## config.mk

```make
export PLATFORM = sky130hd
export DESIGN_NAME = smi_ctrl
export DESIGN_NICKNAME = d
export VERILOG_FILES = /design/src/smi_pkg.sv /design/src/smi_ctrl.sv
export SDC_FILE = /design/constraint.sdc
export NUM_CORES = 1
export LEC_CHECK = 0
export ABC_AREA = 0
export BUFFER_PORTS_ARGS = -buffer_cell sky130_fd_sc_hd__clkbuf_2
export CAP_MARGIN = 20
export CORE_ASPECT_RATIO = 0.8
export CORE_MARGIN = 2
export CORE_UTILIZATION = 56
export CTS_BUF_LIST = sky130_fd_sc_hd__clkbuf_8 sky130_fd_sc_hd__clkbuf_16
export CTS_CLUSTER_SIZE = 30
export DETAILED_ROUTE_END_ITERATION = 8
export PLACE_DENSITY = 0.88
export SKIP_LAST_GASP = 1
export SLEW_MARGIN = 20
export SYNTH_ARGS = -nofsm -noshare
export SYNTH_HDL_FRONTEND = slang
export SYNTH_SLANG_ARGS = --single-unit
```

## constraint.sdc

```tcl
create_clock -name clk -period 3.2 [get_ports clk]
set_input_delay 0.32 -clock clk [delete_from_list [all_inputs] [get_ports clk]]
set_output_delay 0.32 -clock clk [all_outputs]
set_load 0.03 [all_outputs]
```

## src/smi_pkg.sv

```systemverilog
// Package for the integer stack machine core: opcodes, error codes,
// payload structs and the command/status types between controller and datapath.
// No dependencies.
`default_nettype none

package smi_pkg;

  // Default sizes handed to the top-level parameters
  localparam int DSTACK_DEPTH_DEF = 256;
  localparam int RSTACK_DEPTH_DEF = 64;
  localparam int IP_BITS_DEF      = 16;

  // Opcodes
  localparam logic [5:0] OP_NOP   = 6'd0;
  localparam logic [5:0] OP_HLT   = 6'd1;
  localparam logic [5:0] OP_PUSH  = 6'd2;
  localparam logic [5:0] OP_DROP  = 6'd3;
  localparam logic [5:0] OP_DUP   = 6'd4;
  localparam logic [5:0] OP_SWAP  = 6'd5;
  localparam logic [5:0] OP_ISUM  = 6'd6;
  localparam logic [5:0] OP_ISUB  = 6'd7;
  localparam logic [5:0] OP_IMUL  = 6'd8;
  localparam logic [5:0] OP_IDIV  = 6'd9;
  localparam logic [5:0] OP_IMOD  = 6'd10;
  localparam logic [5:0] OP_SHL   = 6'd11;
  localparam logic [5:0] OP_SHR   = 6'd12;
  localparam logic [5:0] OP_BOR   = 6'd13;
  localparam logic [5:0] OP_BAND  = 6'd14;
  localparam logic [5:0] OP_XOR   = 6'd15;
  localparam logic [5:0] OP_BNOT  = 6'd16;
  localparam logic [5:0] OP_LOR   = 6'd17;
  localparam logic [5:0] OP_LAND  = 6'd18;
  localparam logic [5:0] OP_LNOT  = 6'd19;
  localparam logic [5:0] OP_IGT   = 6'd20;
  localparam logic [5:0] OP_ILT   = 6'd21;
  localparam logic [5:0] OP_IGTE  = 6'd22;
  localparam logic [5:0] OP_ILTE  = 6'd23;
  localparam logic [5:0] OP_IEQ   = 6'd24;
  localparam logic [5:0] OP_INEQ  = 6'd25;
  localparam logic [5:0] OP_JMP   = 6'd26;
  localparam logic [5:0] OP_CJMP  = 6'd27;
  localparam logic [5:0] OP_RJMP  = 6'd28;
  localparam logic [5:0] OP_CRJMP = 6'd29;
  localparam logic [5:0] OP_CALL  = 6'd30;
  localparam logic [5:0] OP_RET   = 6'd31;

  // Error codes
  localparam logic [3:0] ERR_OK       = 4'd0;
  localparam logic [3:0] ERR_DUNDER   = 4'd1;
  localparam logic [3:0] ERR_DOVER    = 4'd2;
  localparam logic [3:0] ERR_RUNDER   = 4'd3;
  localparam logic [3:0] ERR_ROVER    = 4'd4;
  localparam logic [3:0] ERR_ILLEGAL  = 4'd5;
  localparam logic [3:0] ERR_BADPTR   = 4'd6;
  localparam logic [3:0] ERR_STOPPED  = 4'd7;
  localparam logic [3:0] ERR_OPERAND  = 4'd8;
  localparam logic [3:0] ERR_DIVZERO  = 4'd9;

  typedef struct packed {
    logic [5:0]         opcode;
    logic signed [63:0] operand;
  } in_t;

  typedef struct packed {
    logic [3:0]         error_code;
    logic [15:0]        next_ip;
    logic signed [63:0] top_value;
    logic [8:0]         stack_depth;
    logic               running;
  } out_t;

  // Follow-up work an instruction needs after its checks
  typedef enum logic [2:0] {
    CL_DONE, CL_BIN, CL_MDU, CL_REFILL, CL_RET, CL_DUP, CL_SWAP
  } cls_t;

  // One datapath action per cycle
  typedef enum logic [3:0] {
    CMD_NONE, CMD_LOAD, CMD_EXEC, CMD_RET_CAP, CMD_B_CAP, CMD_MDU_GO, CMD_WB,
    CMD_TOP_RD, CMD_TOP_CAP, CMD_DUP_RD, CMD_DUP_WR, CMD_SW_RD1, CMD_SW_RD2,
    CMD_SW_WR1, CMD_SW_WR2, CMD_OUT
  } cmd_t;

  typedef struct packed {
    cls_t cls;
    logic is_mdu;
    logic mdu_done;
    logic loop_last;
    logic depth_nz;
    logic out_busy;
  } ctl_status_t;

  typedef enum logic [1:0] {MDU_MUL, MDU_DIV, MDU_MOD} mdu_op_t;

endpackage

`default_nettype wire

```

## src/smi_ctrl.sv

```systemverilog
// Controller state machine of the stack machine: sequences datapath commands.
// Depends on smi_pkg.
`default_nettype none

module smi_ctrl import smi_pkg::*; (
  input  wire logic        clk,
  input  wire logic        rst_n,
  input  wire logic        in_valid,
  output logic             in_ready,
  input  wire ctl_status_t st,
  output cmd_t             cmd
);

  typedef enum logic [15:0] {
    S_IDLE   = 16'h0001,
    S_EXEC   = 16'h0002,
    S_RETCAP = 16'h0004,
    S_BCAP   = 16'h0008,
    S_MGO    = 16'h0010,
    S_MWAIT  = 16'h0020,
    S_WB     = 16'h0040,
    S_TOPRD  = 16'h0080,
    S_TOPCAP = 16'h0100,
    S_DUPRD  = 16'h0200,
    S_DUPWR  = 16'h0400,
    S_SRD1   = 16'h0800,
    S_SRD2   = 16'h1000,
    S_SWR1   = 16'h2000,
    S_SWR2   = 16'h4000,
    S_DONE   = 16'h8000
  } state_t;

  state_t state_r, state_nxt;

  // Next state and command
  always_comb begin
    state_nxt = state_r;
    cmd       = CMD_NONE;
    case (state_r)
      S_IDLE: begin
        if (in_valid) begin
          cmd       = CMD_LOAD;
          state_nxt = S_EXEC;
        end
      end
      S_EXEC: begin
        cmd = CMD_EXEC;
        case (st.cls)
          CL_BIN, CL_MDU: state_nxt = S_BCAP;
          CL_REFILL:      state_nxt = S_TOPRD;
          CL_RET:         state_nxt = S_RETCAP;
          CL_DUP:         state_nxt = S_DUPRD;
          CL_SWAP:        state_nxt = S_SRD1;
          default:        state_nxt = S_DONE;
        endcase
      end
      S_RETCAP: begin
        cmd       = CMD_RET_CAP;
        state_nxt = S_DONE;
      end
      S_BCAP: begin
        cmd       = CMD_B_CAP;
        state_nxt = st.is_mdu ? S_MGO : S_WB;
      end
      S_MGO: begin
        cmd       = CMD_MDU_GO;
        state_nxt = S_MWAIT;
      end
      S_MWAIT: begin
        if (st.mdu_done) state_nxt = S_WB;
      end
      S_WB: begin
        cmd       = CMD_WB;
        state_nxt = S_DONE;
      end
      S_TOPRD: begin
        cmd       = CMD_TOP_RD;
        state_nxt = st.depth_nz ? S_TOPCAP : S_DONE;
      end
      S_TOPCAP: begin
        cmd       = CMD_TOP_CAP;
        state_nxt = S_DONE;
      end
      S_DUPRD: begin
        cmd       = CMD_DUP_RD;
        state_nxt = S_DUPWR;
      end
      S_DUPWR: begin
        cmd       = CMD_DUP_WR;
        state_nxt = st.loop_last ? S_DONE : S_DUPRD;
      end
      S_SRD1: begin
        cmd       = CMD_SW_RD1;
        state_nxt = S_SRD2;
      end
      S_SRD2: begin
        cmd       = CMD_SW_RD2;
        state_nxt = S_SWR1;
      end
      S_SWR1: begin
        cmd       = CMD_SW_WR1;
        state_nxt = S_SWR2;
      end
      S_SWR2: begin
        cmd       = CMD_SW_WR2;
        state_nxt = st.loop_last ? S_TOPRD : S_SRD1;
      end
      S_DONE: begin
        if (!st.out_busy) begin
          cmd       = CMD_OUT;
          state_nxt = S_IDLE;
        end
      end
      default: state_nxt = S_IDLE;
    endcase
  end

  always_ff @(posedge clk) begin
    if (!rst_n) state_r <= S_IDLE;
    else        state_r <= state_nxt;
  end

  assign in_ready = (state_r == S_IDLE);

  a_accept_exec: assert property (@(posedge clk) disable iff (!rst_n)
    (in_valid && in_ready) |=> state_r == S_EXEC) else $error("accept did not start exec");
  a_out_hold: assert property (@(posedge clk) disable iff (!rst_n)
    (state_r == S_DONE && st.out_busy) |=> state_r == S_DONE)
    else $error("result dropped while output busy");
  a_mwait_end: assert property (@(posedge clk) disable iff (!rst_n)
    (state_r == S_MWAIT && st.mdu_done) |=> state_r == S_WB)
    else $error("mdu result not written back");

endmodule

`default_nettype wire

```

==> out/qor.log <==
INFO  critical_path  crit_top_cell=or4_1
INFO  min_path       hold_class=in -> reg
INFO  clocking       cts.sink_count=16
INFO  final_layout   finalInstanceArea=1270squm
INFO  power          p_per_area=371nW/um^2
INFO  critical_path  worst-endpoint-arrival=2.65ns
INFO  clocking       ctsResizeCount=0
INFO  synthesis      library_cell_occupying_the_most_area_in_the_post_synthesis_netlist=dfxtp_1
INFO  min_path       worstHoldPathCells=3
INFO  synthesis      synth_top_cell_area_share=27.2%
INFO  timing         worst-slew-pin-transition=0.693ns
INFO  timing         max_slew_margin_vs_limit=53.4%
INFO  clocking       cts_hold_buf=0
INFO  grt            globalRouteOverflowTotal=0
INFO  floorplan      initial_utilization=61.0%
INFO  detailed_routing detail_route.iter0.violations=75
INFO  clocking       clk_path_buf_depth=2
INFO  timing         setup-tns-final=0ns
INFO  grt            largest_net_degree_at_the_start_of_global_routing=14
INFO  synthesis      yosys_most_used_dff=dfxtp_1
INFO  placement      placement.cell_area=1210squm
INFO  synthesis      synth_area=1180squm
INFO  critical_path  critPathMaxStageDelay=0.66ns
INFO  power          leakagePower=0.500nW
INFO  flow_run       maxCapViolations=0
INFO  final_layout   syn_to_final_growth=7.66%
INFO  detailed_routing drt_pre_antenna_iters=4
INFO  clocking       cts.reportedPaths.clkPinSlew=0.07ns
INFO  final_layout   layout_common_cells=16 x nor2_1, 16 x dfxtp_1, 15 x clkbuf_2, 13 x nor4_1
INFO  clocking       clock_tree.root_cell=clkbuf_8
INFO  critical_path  worst_setup_path_startpoint=state_r[5]
INFO  final_layout   top_reg_by_flops=state_r
INFO  detailed_routing via_per_inst=6.69
INFO  timing         clock-skew-final=0.00539ns
INFO  floorplan      floorplan.die.width=55.2microns
INFO  timing         final-hold-violation-count=0
INFO  floorplan      die_area=2490squm
INFO  critical_path  critPathLaunchType=flop
INFO  final_layout   post-route-util=65.7%
INFO  timing         setup_violations=0
INFO  timing         maxClockFrequency=337MHz
INFO  min_path       whs_endpoint=state_r[8]
INFO  clocking       htree_levels=1
INFO  status         run_status=finished clean
INFO  critical_path  ff2ff_setup_slack=0.72ns
INFO  final_layout   registers_with_the_highest_flip_flop_counts=state_r (16)
INFO  detailed_routing totalWireLength=3120microns
INFO  grt            grt_first_pass_wirelength=5220microns
INFO  power          peakVddDrop=255uV
INFO  synthesis      synth-warning-count=0
INFO  timing         drv_slew=0
INFO  critical_path  path_max_fanout=10
INFO  clocking       clkLatencyLatePin=0.26ns
INFO  synthesis      yosys_register_bits=16
INFO  final_layout   n_antenna_cell=0
INFO  final_layout   largest_reg_flops=16
INFO  grt            track_usage=27.0%
INFO  grt            grt_pass1_vias=1139
INFO  synthesis      synth_cell_type_count=42
INFO  critical_path  timing.setup.critical_path_class=reg -> out
INFO  clocking       number_of_buffers_created_by_cts=3
INFO  final_layout   fillers=175
INFO  grt            grt_antenna_before_repair=0
INFO  final_layout   finish.cell_count_without_fillers=187
INFO  critical_path  critical_path.cell_chain=or4_1, or3_1, or4_1, nand3_1, clkbuf_2
INFO  synthesis      synth_area_per_cell=7.44squm
INFO  final_layout   fin_nets=175
INFO  timing         finalWorstPathRequiredPeriod=2.97ns
INFO  floorplan      core_area=1930squm
INFO  synthesis      synth_edf_count=0
INFO  timing         final_min_period_over_clock_period=92.8%
INFO  clocking       cts_tree=done
INFO  critical_path  rr_endpoint=state_r[0]
INFO  final_layout   drive_gt1_share=12.9%
INFO  timing         unrepaired_setup_endpoints_after_global_routing=no
INFO  detailed_routing wl_per_instance=16.7microns
INFO  synthesis      post_synth_inst_count=158
INFO  detailed_routing detail-route-antenna-nets=0
INFO  synthesis      seq_total_area_yosys=27.2%
INFO  synthesis      proportion_of_synthesized_flip_flops_having_asynchronous_set_or_reset=0%
INFO  critical_path  required=2.88ns
INFO  detailed_routing vias=1251
INFO  placement      io_buffers=15
INFO  clocking       cts_post_setup_buffers_inserted=0
INFO  critical_path  reg2reg_from=state_r[5]
INFO  placement      globalplace.congestion=0.981
INFO  critical_path  worstSetupEndpointType=output port
INFO  floorplan      placement_rows=14
INFO  floorplan      io_pins=16
INFO  critical_path  r2r_cells=4
INFO  detailed_routing drcViolationCount=0
INFO  synthesis      synth.top_cells.by_area=dfxtp_1 27%, nor4_1 6.9%, nor2_1 5.1%
INFO  placement      detailed_place_hpwl=2300microns
INFO  placement      place_inst=183
INFO  min_path       holdCritStartpoint=st[1]
INFO  critical_path  critical_path.slowest_cell=or4_1
INFO  synthesis      postSynthNetCount=169
INFO  floorplan      die_height=45.0microns
==> critical path: cells and delay by family, from the launching register on <==
family | cells | cell delay [ns]
flops | 1 | 0.40
simple gates | 4 | 1.79
buf+inv | 1 | 0.21
==> cells in the mapped netlist (2+ instances only) <==
| master | count |
|---|---|
| a21oi_1 | 4 |
| dfxtp_1 | 16 |
| nand3b_1 | 4 |
| o41ai_1 | 2 |
| xnor2_1 | 2 |
| or3_1 | 4 |
| nand3_1 | 4 |
| or4_1 | 5 |
| and4_1 | 2 |
| nor2_1 | 16 |
| nor4_1 | 13 |
| nand2_1 | 10 |
| and3_1 | 4 |
| clkbuf_1 | 7 |
| nand2b_1 | 3 |
| a32oi_1 | 2 |
| nor3_1 | 10 |
| xor2_1 | 6 |
| o21ai_0 | 8 |
| buf_2 | 4 |
| buf_6 | 2 |
| nand4_1 | 3 |
| mux2i_1 | 2 |
| nand4b_1 | 5 |
| inv_1 | 3 |
==> where the power goes <==
| part | switching (mW) | total, mW | internal, mW |
|---|---|---|---|
| sequential | 0.00511 | 0.207 | 0.202 |
| combinational | 0.0493 | 0.0772 | 0.0278 |
| clock | 0.0754 | 0.185 | 0.109 |
| total | 0.130 | 0.469 | 0.339 |
==> logic make-up (layout without fill, tap and decap cells) <==
kind of cell | Yosys count | after routing | synth area share, %
compound gates | 25 | 25 | 13.9
xor+xnor | 8 | 8 | 5.96
buf+inv | 19 | 24 | 7.87
flops | 16 | 16 | 27.2
mux | 2 | 2 | 1.70
simple gates | 88 | 88 | 43.3
==> final cells by class <==
| class | instances | area [sq um] | share of cell area, % |
|---|---|---|---|
| clock buffers | 4 | 55.1 | 4.35 |
| inverters | 4 | 15.0 | 1.19 |
| flip-flops and latches | 16 | 320 | 25.3 |
| well taps | 24 | 30.0 | 2.37 |
| multi-input cells | 123 | 763 | 60.3 |
| repair buffers | 16 | 82.6 | 6.52 |
==> through the flow <==
stage               total power [mW]  worst slack [ns]  hold WS, ns
floorplan                      0.262             0.636        0.395
global placement               0.285             0.609        0.550
detailed placement             0.287             0.550        0.544
CTS                            0.467             0.267        0.279
global route                   0.486             0.132        0.298
finish                         0.469             0.229        0.281
==> layer usage <==
metal	up-vias	GRT usage [%]	part of all wire [%]
met5	-	0	0
met4	0	11.2	2.6
met3	14	5.44	6.5
met2	60	46.0	47
met1	573	34.3	44
li1	604	-	-
==> worst max-delay path by stage <==
stage	to	slack, ns	cells after the start
after floorplan	cmd[1]	0.64	7
after global placement	cmd[1]	0.61	5
after detailed placement	cmd[1]	0.55	5
after CTS	cmd[1]	0.27	5
after global routing	cmd[1]	0.13	5
final	cmd[1]	0.23	5
Power figures use the tool's default switching activity.
